**src/sv/mfq_pkg.sv**
```systemverilog
// shared types, constants and address helpers for the multilevel feedback queue scheduler
package mfq_pkg;

    localparam int NUM_LEVELS  = 4;
    localparam int QUEUE_DEPTH = 16;

    localparam int CFG_W    = 12;
    localparam int NEED_W   = 16;
    localparam int ID_W     = 16;
    localparam int TIME_W   = 32;
    localparam int SLICES_W = 8;
    localparam int LEVEL_W  = 2;

    localparam int LVL_W   = (NUM_LEVELS > 1) ? $clog2(NUM_LEVELS) : 1;
    localparam int SLOT_W  = $clog2(QUEUE_DEPTH);
    localparam int CNT_W   = $clog2(QUEUE_DEPTH + 1);
    localparam int DEPTH   = NUM_LEVELS * QUEUE_DEPTH;
    localparam int ADDR_W  = $clog2(DEPTH);
    localparam int QUANT_W = CFG_W + NUM_LEVELS - 1;
    localparam int CMP_W   = (QUANT_W > NEED_W) ? QUANT_W : NEED_W;

    localparam logic [CFG_W-1:0] QUANTUM_RESET  = CFG_W'(20);
    localparam logic [ID_W-1:0]  FIRST_JOB      = ID_W'(1);
    localparam logic [ID_W-1:0]  LAST_JOB       = '1;
    localparam logic [SLICES_W-1:0] SLICES_MAX  = '1;

    typedef enum logic {
        CMD_ADMIT = 1'b0,
        CMD_RUN   = 1'b1
    } cmd_t;

    typedef enum logic [1:0] {
        STAT_ADMIT = 2'd0,
        STAT_RAN   = 2'd1,
        STAT_EMPTY = 2'd2,
        STAT_FULL  = 2'd3
    } status_t;

    typedef enum logic {
        ST_IDLE = 1'b0,
        ST_RUN  = 1'b1
    } state_t;

    typedef struct packed {
        logic [ID_W-1:0]     id;
        logic [NEED_W-1:0]   rem;
        logic [NEED_W-1:0]   total;
        logic [SLICES_W-1:0] slices;
    } entry_t;

    typedef struct packed {
        status_t             status;
        logic [ID_W-1:0]     job_id;
        logic [LEVEL_W-1:0]  level;
        logic [TIME_W-1:0]   start_time;
        logic [NEED_W-1:0]   slice_time;
        logic [NEED_W-1:0]   run_total;
        logic [SLICES_W-1:0] slice_count;
        logic                finished;
        logic [TIME_W-1:0]   end_time;
        logic [NEED_W-1:0]   remaining;
    } result_t;

    function automatic logic [ADDR_W-1:0] entry_addr(logic [LVL_W-1:0] lv,
                                                     logic [SLOT_W-1:0] slot);
        return ADDR_W'(ADDR_W'(lv) * ADDR_W'(QUEUE_DEPTH)) + ADDR_W'(slot);
    endfunction

    function automatic logic [SLOT_W-1:0] next_slot(logic [SLOT_W-1:0] slot);
        return (slot == SLOT_W'(QUEUE_DEPTH - 1)) ? '0 : slot + 1'b1;
    endfunction

endpackage

```
**src/sv/mfq_ram.sv**
```systemverilog
// generic single-write, single-read ram with registered read data
module mfq_ram #(
    parameter int WIDTH = 8,
    parameter int DEPTH = 16
) (
    input  logic                     clk,
    input  logic                     wr_en,
    input  logic [$clog2(DEPTH)-1:0] wr_addr,
    input  logic [WIDTH-1:0]         wr_data,
    input  logic                     rd_en,
    input  logic [$clog2(DEPTH)-1:0] rd_addr,
    output logic [WIDTH-1:0]         rd_data
);

    logic [WIDTH-1:0] mem [DEPTH];

    always_ff @(posedge clk)
    begin
        if (wr_en)
        begin
            mem[wr_addr] <= wr_data;
        end
        if (rd_en)
        begin
            rd_data <= mem[rd_addr];
        end
    end

endmodule

```
**src/sv/multilevel_feedback_queue_scheduler.sv**
```systemverilog
// top level of the multilevel feedback queue scheduler
// An admit request, if there is room, writes the new job to the tail of level 0 and
// registers its result at once. A run request goes through the IDLE and RUN states, as the
// job store ram has registered read data: the head entry of the highest non-empty level
// is read in IDLE, and in RUN the slice is computed and an unfinished job is written to
// the tail of the next lower level (or back to the bottom level). A request is accepted while
// the previous result waits in the output register as long as that register is being taken.
// The job store needs no clearing after reset: an entry is always written before it is read.
module multilevel_feedback_queue_scheduler (
    input  logic                       clk,
    input  logic                       rst_n,
    // configuration write: base_quantum
    input  logic                       cfg_valid,
    output logic                       cfg_ready,
    input  logic [mfq_pkg::CFG_W-1:0]  cfg_data,
    // request
    input  logic                       s_tvalid,
    output logic                       s_tready,
    input  logic [15:0]                s_tdata,   // need_time
    input  logic [0:0]                 s_tuser,   // command
    // result
    output logic                       m_tvalid,
    input  logic                       m_tready,
    // job_id, level, start_time, slice_time, run_total, slice_count, finished,
    // end_time, remaining, zero pad
    output logic [143:0]               m_tdata,
    output logic [1:0]                 m_tuser    // status
);

    import mfq_pkg::*;

    state_t              state_reg, state_next;
    logic [SLOT_W-1:0]   head_reg [NUM_LEVELS];
    logic [SLOT_W-1:0]   head_next [NUM_LEVELS];
    logic [SLOT_W-1:0]   tail_reg [NUM_LEVELS];
    logic [SLOT_W-1:0]   tail_next [NUM_LEVELS];
    logic [CNT_W-1:0]    count_reg [NUM_LEVELS];
    logic [CNT_W-1:0]    count_next [NUM_LEVELS];
    logic [CNT_W-1:0]    total_reg, total_next;
    logic [TIME_W-1:0]   time_reg, time_next;
    logic [ID_W-1:0]     next_job_reg, next_job_next;
    logic [CFG_W-1:0]    quantum_reg;
    logic [LVL_W-1:0]    lv_reg, lv_next;
    logic                out_valid_reg, out_valid_next;
    result_t             res_reg, res_next;

    logic                out_free;
    logic                accept;
    logic                found;
    logic [LVL_W-1:0]    sel_lv;
    logic                ram_wr_en;
    logic [ADDR_W-1:0]   ram_wr_addr;
    entry_t              ram_wr_data;
    logic                ram_rd_en;
    entry_t              ram_rd_data;

    logic [CMP_W-1:0]    quantum;
    logic                done;
    logic [NEED_W-1:0]   slice;
    logic [LVL_W-1:0]    dst_lv;
    entry_t              upd;
    logic [TIME_W-1:0]   end_time;

    assign cfg_ready = 1'b1;
    assign out_free  = !out_valid_reg || m_tready;
    assign s_tready  = (state_reg == ST_IDLE) && out_free;
    assign accept    = s_tvalid && s_tready;

    // highest non-empty level
    always_comb
    begin
        found  = 1'b0;
        sel_lv = '0;
        for (int i = NUM_LEVELS - 1; i >= 0; i--)
        begin
            if (count_reg[i] != '0)
            begin
                found  = 1'b1;
                sel_lv = LVL_W'(i);
            end
        end
    end

    // slice arithmetic on the entry read back from the store
    always_comb
    begin
        quantum  = CMP_W'(quantum_reg) << lv_reg;
        done     = CMP_W'(ram_rd_data.rem) <= quantum;
        slice    = done ? ram_rd_data.rem : NEED_W'(quantum);
        dst_lv   = (lv_reg == LVL_W'(NUM_LEVELS - 1)) ? lv_reg : lv_reg + 1'b1;
        end_time = time_reg + TIME_W'(slice);
        upd.id     = ram_rd_data.id;
        upd.rem    = ram_rd_data.rem - slice;
        upd.total  = ram_rd_data.total + slice;
        upd.slices = (ram_rd_data.slices == SLICES_MAX) ? ram_rd_data.slices
                                                         : ram_rd_data.slices + 1'b1;
    end

    always_comb
    begin
        state_next     = state_reg;
        head_next      = head_reg;
        tail_next      = tail_reg;
        count_next     = count_reg;
        total_next     = total_reg;
        time_next      = time_reg;
        next_job_next  = next_job_reg;
        lv_next        = lv_reg;
        out_valid_next = out_valid_reg && !m_tready;
        res_next       = res_reg;
        ram_wr_en      = 1'b0;
        ram_wr_addr    = entry_addr(dst_lv, tail_reg[dst_lv]);
        ram_wr_data    = upd;
        ram_rd_en      = 1'b0;

        unique case (state_reg)
            ST_IDLE:
            begin
                if (accept)
                begin
                    res_next = '0;
                    if (cmd_t'(s_tuser[0]) == CMD_ADMIT)
                    begin
                        out_valid_next = 1'b1;
                        if (total_reg >= CNT_W'(QUEUE_DEPTH))
                        begin
                            res_next.status = STAT_FULL;
                        end
                        else
                        begin
                            ram_wr_en          = 1'b1;
                            ram_wr_addr        = entry_addr('0, tail_reg[0]);
                            ram_wr_data.id     = next_job_reg;
                            ram_wr_data.rem    = s_tdata[NEED_W-1:0];
                            ram_wr_data.total  = '0;
                            ram_wr_data.slices = '0;
                            tail_next[0]       = next_slot(tail_reg[0]);
                            count_next[0]      = count_reg[0] + 1'b1;
                            total_next         = total_reg + 1'b1;
                            next_job_next      = (next_job_reg == LAST_JOB) ? FIRST_JOB
                                                                            : next_job_reg + 1'b1;
                            res_next.status    = STAT_ADMIT;
                            res_next.job_id    = next_job_reg;
                            res_next.remaining = s_tdata[NEED_W-1:0];
                        end
                    end
                    else if (!found)
                    begin
                        out_valid_next  = 1'b1;
                        res_next.status = STAT_EMPTY;
                    end
                    else
                    begin
                        // pop the head now, finish the slice when the entry arrives
                        ram_rd_en          = 1'b1;
                        head_next[sel_lv]  = next_slot(head_reg[sel_lv]);
                        count_next[sel_lv] = count_reg[sel_lv] - 1'b1;
                        lv_next            = sel_lv;
                        state_next         = ST_RUN;
                    end
                end
            end
            ST_RUN:
            begin
                if (done)
                begin
                    total_next = total_reg - 1'b1;
                end
                else
                begin
                    ram_wr_en          = 1'b1;
                    tail_next[dst_lv]  = next_slot(tail_reg[dst_lv]);
                    count_next[dst_lv] = count_reg[dst_lv] + 1'b1;
                end
                time_next            = end_time;
                out_valid_next       = 1'b1;
                res_next.status      = STAT_RAN;
                res_next.job_id      = upd.id;
                res_next.level       = LEVEL_W'(lv_reg);
                res_next.start_time  = time_reg;
                res_next.slice_time  = slice;
                res_next.run_total   = upd.total;
                res_next.slice_count = upd.slices;
                res_next.finished    = done;
                res_next.end_time    = end_time;
                res_next.remaining   = upd.rem;
                state_next           = ST_IDLE;
            end
            default:
            begin
                state_next = ST_IDLE;
            end
        endcase
    end

    always_ff @(posedge clk or negedge rst_n)
    begin
        if (!rst_n)
        begin
            state_reg     <= ST_IDLE;
            for (int i = 0; i < NUM_LEVELS; i++)
            begin
                head_reg[i]  <= '0;
                tail_reg[i]  <= '0;
                count_reg[i] <= '0;
            end
            total_reg     <= '0;
            time_reg      <= '0;
            next_job_reg  <= FIRST_JOB;
            quantum_reg   <= QUANTUM_RESET;
            lv_reg        <= '0;
            out_valid_reg <= 1'b0;
        end
        else
        begin
            state_reg     <= state_next;
            head_reg      <= head_next;
            tail_reg      <= tail_next;
            count_reg     <= count_next;
            total_reg     <= total_next;
            time_reg      <= time_next;
            next_job_reg  <= next_job_next;
            lv_reg        <= lv_next;
            out_valid_reg <= out_valid_next;
            if (cfg_valid && cfg_ready)
            begin
                quantum_reg <= cfg_data;
            end
        end
    end

    always_ff @(posedge clk)
    begin
        res_reg <= res_next;
    end

    mfq_ram #(
        .WIDTH ($bits(entry_t)),
        .DEPTH (DEPTH)
    ) u_store (
        .clk     (clk),
        .wr_en   (ram_wr_en),
        .wr_addr (ram_wr_addr),
        .wr_data (ram_wr_data),
        .rd_en   (ram_rd_en),
        .rd_addr (entry_addr(sel_lv, head_reg[sel_lv])),
        .rd_data (ram_rd_data)
    );

    assign m_tvalid = out_valid_reg;
    assign m_tuser  = res_reg.status;
    assign m_tdata  = {5'b0, res_reg.remaining, res_reg.end_time, res_reg.finished,
                       res_reg.slice_count, res_reg.run_total, res_reg.slice_time,
                       res_reg.start_time, res_reg.level, res_reg.job_id};

endmodule

```
**config.mk**
```make
export PLATFORM = sky130hd
export DESIGN_NAME = multilevel_feedback_queue_scheduler
export DESIGN_NICKNAME = d
export VERILOG_FILES = /design/src/sv/mfq_pkg.sv /design/src/sv/mfq_ram.sv /design/src/sv/multilevel_feedback_queue_scheduler.sv
export SDC_FILE = /design/constraint.sdc
export NUM_CORES = 2
export LEC_CHECK = 0
export BUFFER_PORTS_ARGS = -buffer_cell sky130_fd_sc_hd__buf_2
export CAP_MARGIN = 20
export CORE_ASPECT_RATIO = 1.4
export CORE_MARGIN = 4
export CORE_UTILIZATION = 35
export CTS_CLUSTER_SIZE = 25
export DETAILED_ROUTE_END_ITERATION = 16
export SLEW_MARGIN = 40
export SYNTH_ARGS = -nofsm -noshare
export SYNTH_HDL_FRONTEND = slang
export SYNTH_HIERARCHICAL = 1
export SYNTH_SLANG_ARGS = --single-unit
```
**constraint.sdc**
```tcl
create_clock -name clk -period 8.1 [get_ports clk]
set_input_delay 1.62 -clock clk [delete_from_list [all_inputs] [get_ports clk]]
set_output_delay 1.62 -clock clk [all_outputs]
set_load 0.02 [all_outputs]
```
==> out/results.txt <==
The flow ran to the end, and the final reports show no timing, DRC or antenna violations. Global routing consumed, over all layers together, 20.78% of the routing resources. The clock insertion delay at the later pin of the skew report came out at 940 ps. The area of the die was 446800 um^2. In this run the critical register-to-register path is captured at u_store/mem[27][39]$_DFFE_PP_.

In this run the post-CTS setup repair buffer count came out at 0. The tools report the minimum setup slack after placement as 1080 ps. The run gives 361 as the number of buffers added by the clock tree synthesis step. STA classifies the critical path startpoint as a register. Among all flip-flop cells after synthesis, the most frequent one is sky130_fd_sc_hd__edfxtp_1. Of the cells placed in the final design, the portion with a size suffix greater than 1 is 25.40%. The worst setup path is of the register to register kind. Proportion of netlist area held by the largest area contributor: 74.39%.

The tools report the depth of the CTS H-tree as 5. Detailed placement ended at an HPWL of 274700 um. The pin count of the biggest net entering global routing came out at 124. The tools report the starting DRC count in detailed routing as 10900. The kind of cell adding the most delay to the critical path is compound AO/OA/AOI/OAI gates. The register with the highest flop count was u_store/mem. The area of the core is 433700 um^2. The run gives 8001 as the number of nets in the layout. Dividing the final minimum period by the clock period gives 89.19%.

The die is 566.1 um wide. The run gives 21 as the initial antenna violation count. Compared with the post-synthesis result, the final layout area differs by 14.46%. For the total of endpoints with negative setup slack in the final report, the log shows 0.

The power per cell area came out at 383.0 nW/um^2. The worst register-to-register path has a depth of 21. The worst hold path terminates at head_reg[7]$_DFFE_PN0P_.

The post-synthesis average cell area is 20.57 um^2, and the number of warnings reported in the yosys synthesis log is 6. The total grt overflow came out at 0. For this design, the slowest cell found on the critical path is sky130_fd_sc_hd__dfrtp_1. The run gives 0 as the number of gates resized after cts. The first global-routing pass estimated 656600 um of wire. The shortest period the worst path allows was 7225 ps. The class of the most critical hold timing path is register to register. Most frequent cell after synthesis: sky130_fd_sc_hd__edfxtp_1. The sequential-to-total area share from yosys stat is 76.38%. The worst ir drop on vdd is 0.0002973 V.

The tools report the cell count after synthesis as 7418. Hold repair after CTS inserted 0 buffers. The filler cells instantiated in the layout total 38020. Counting both buffers and inverters, the worst setup path holds a total of 2.

The async set-or-reset flop fraction in the synthesized netlist works out to 3.101%. The height of the die was 789.3 um. Reg-to-reg setup timing slack: 880 ps. Post-detailed-route via-to-cell ratio: 5.830. TritonCTS built the clock tree. The number of antenna-violating nets in the routed design was 0. The synthesized design contains 3781 enable-type register cells. The worst setup path is captured at a register.

Dividing the detail-routed wire length by the instance count gives 34.16 um. The root buffer cell chosen for the clock tree is sky130_fd_sc_hd__clkbuf_16. The number of flip-flops in the largest register was 3584. The run gives 0 ps as the final setup TNS. In the routed design, unresolved DRC markers number 0. Setup repair after global routing left no endpoint under its margin. The worst pin sits at a relative slew slack of 36.37%. In this design, the stage delay of the slowest critical-path cell is 740 ps.

The signal on the critical path passes through buf_4 > mux2i_1 > nor2_1 > a21oi_1 > ha_1 > o21ai_0 > nand2b_1 > a21oi_1 > o311ai_4 > and2_1 > buf_4 > mux2i_1 > ha_1 > a21o_1 > a2111oi_0 > nand2_1 > a41oi_1 > a21oi_1 > a31oi_1 > xor2_1 > mux2_4. 183 I/O pins were placed. The logic depth of the worst path, buffers included was 21. The tools report the total routed wirelength as 476400 um. The first detailed-routing pass took 7 iterations. Of all nets on the critical path, the largest fanout is 64. The logs give 81050 for the via count of the first global-routing pass and 138.4 MHz for the highest achievable clock rate. The clock arrives with 60.91 ps of skew. The flip-flop and latch count after synthesis was 3902.

The count of vias placed by the detailed router was 81290; the clock transition at the register clock pins on the worst setup and hold paths after CTS was 60 ps. The tools report the starting density of the core as 35.19%. The most numerous cell on the critical path is sky130_fd_sc_hd__a21oi_1. Start point of the worst min-delay path: head_reg[7]$_DFFE_PN0P_. The final count of pins violating max slew was 0. The cell taking the most area after synthesis was sky130_fd_sc_hd__edfxtp_1. Worst-margin pin slew: 947.7 ps. Along the worst hold path, the cell count comes to 2.

For the number of max-cap violations, the log shows 0. The commonest cells after synthesis are sky130_fd_sc_hd__edfxtp_1 (3781), sky130_fd_sc_hd__mux4_2 (803), sky130_fd_sc_hd__mux2i_1 (262), sky130_fd_sc_hd__nand2_1 (259), sky130_fd_sc_hd__o22ai_1 (256). Hold violation count in the final report: 0. Source of the worst register-to-register timing path: lv_reg[1]$_DFFE_PN0P_.

The tools report the distinct cell type count after synthesis as 85. The endpoint required time on the critical path is 8730 ps, and the count of input and output buffers is 176. Summing every instance area after synthesis gives 152600 um^2. Data arrives at the worst endpoint at 7860 ps.

The post-layout worst setup margin is 875.2 ps. By area the synthesized netlist is led by sky130_fd_sc_hd__edfxtp_1 (74%), sky130_fd_sc_hd__mux4_2 (12%), sky130_fd_sc_hd__dfrtp_1 (1.9%). The longest clock path from root to sink contains 4 buffers. The congestion estimate from routability-driven global placement came to 0.8728.

Measured on the finished design, the core utilization comes to 40.28%. After floorplanning, the core was divided into 286 placement rows. The analysis attributes to cell leakage a power of 55.51 nW.

The clock net in this run drives a total of 3902 sinks.
## logic make-up after synthesis
family | count (synthesis) | synth area share [%]
compound gates | 879 | 3.975
xor+xnor | 91 | 0.5271
fa+ha+maj | 78 | 0.6591
buf+inv | 460 | 1.567
flops | 3902 | 76.38
mux | 1144 | 14.15
other cells | 2 | 0.004921
simple gates | 862 | 2.735
## tightest hold or removal path, stage by stage, from the launching register on
cell	delay, ps
sky130_fd_sc_hd__dfrtp_1	350
sky130_fd_sc_hd__nand2_1	50
sky130_fd_sc_hd__o21ai_0	70
## report_power, final
group	switching [mW]	internal, mW	leakage, nW	total (mW)
Combinational	14.5	7.51	14.1	22.0
Sequential	0.457	27.5	35.8	27.9
Clock	7.50	9.44	5.59	16.9
Total	22.5	44.4	55.5	66.9
## through the flow
step | area, um^2 | hold slack, ps | power, mW | instances
finish | 174700 | 500.8 | 66.90 | 13940
global route | 174700 | 524.9 | 69.21 | 13940
CTS | 174600 | 507.7 | 67.12 | 13930
detailed placement | 163100 | 494.3 | 50.32 | 13280
global placement | 162400 | 464.5 | 49.66 | 13270
floorplan | 152700 | 450.2 | 41.95 | 7424
## worst max path at each step
| stage | start | endpoint | slack, ps |
|---|---|---|---|
| global placement | lv_reg[1]$_DFFE_PN0P_ | u_store/mem[24][39]$_DFFE_PP_ | 500 |
| CTS | lv_reg[0]$_DFFE_PN0P_ | u_store/mem[7][20]$_DFFE_PP_ | 1040 |
| finish | lv_reg[1]$_DFFE_PN0P_ | u_store/mem[27][39]$_DFFE_PP_ | 880 |
| floorplan | lv_reg[0]$_DFFE_PN0P_ | u_store/mem[0][26]$_DFFE_PP_ | 340 |
| global route | lv_reg[1]$_DFFE_PN0P_ | u_store/mem[27][39]$_DFFE_PP_ | 260 |
| detailed placement | lv_reg[0]$_DFFE_PN0P_ | u_store/mem[44][20]$_DFFE_PP_ | 1080 |
## layer usage
metal | vias to the layer above | global-route usage [%] | share of wire (%)
met4 | 4 | 9.247 | 5.0
met5 | - | 0 | 0.0071
met3 | 958 | 3.497 | 8.9
met2 | 4544 | 34.93 | 49
li1 | 31830 | - | -
met1 | 43960 | 26.54 | 37
## cell usage in the layout, fill, tap and decap left out, types with 35 or more instances in the layout
cell                        Yosys  final
sky130_fd_sc_hd__a211oi_1      44     44
sky130_fd_sc_hd__a21o_1        35     35
sky130_fd_sc_hd__a21oi_1       85     82
sky130_fd_sc_hd__a22oi_1       75     75
sky130_fd_sc_hd__and2_1        92     76
sky130_fd_sc_hd__buf_12         0     53
sky130_fd_sc_hd__buf_2        111    175
sky130_fd_sc_hd__buf_4         68    235
sky130_fd_sc_hd__bufinv_16      0     35
sky130_fd_sc_hd__clkbuf_1     163     68
sky130_fd_sc_hd__clkbuf_16      0    366
sky130_fd_sc_hd__clkinv_1       1     87
sky130_fd_sc_hd__clkinv_2       0     56
sky130_fd_sc_hd__dfrtp_1      118    117
sky130_fd_sc_hd__edfxtp_1    3781   3781
sky130_fd_sc_hd__ha_1          74     74
sky130_fd_sc_hd__inv_1         53     52
sky130_fd_sc_hd__mux2_2        79     78
sky130_fd_sc_hd__mux2i_1      262    262
sky130_fd_sc_hd__mux4_2       803    803
sky130_fd_sc_hd__nand2_1      259    239
sky130_fd_sc_hd__nand3_1       68     65
sky130_fd_sc_hd__nor2_1       217    142
sky130_fd_sc_hd__nor2_4         0     72
sky130_fd_sc_hd__o21a_1        48     48
sky130_fd_sc_hd__o21ai_0      100     93
sky130_fd_sc_hd__o221ai_1      60     60
sky130_fd_sc_hd__o22ai_1      256    254
sky130_fd_sc_hd__xnor2_1       56     56
## final cells by class
type,count,area (um^2),share of cell area [%]
diodes,10,25.02,0.01432
clock buffers,435,9428,5.397
clock inverters,213,2078,1.190
inverters,55,215.2,0.1232
multi-input cells,3062,34740,19.89
flip-flops and latches,3902,116600,66.73
well taps,5760,7207,4.126
repair buffers,507,4422,2.531
(Power assumes the default switching activity.)
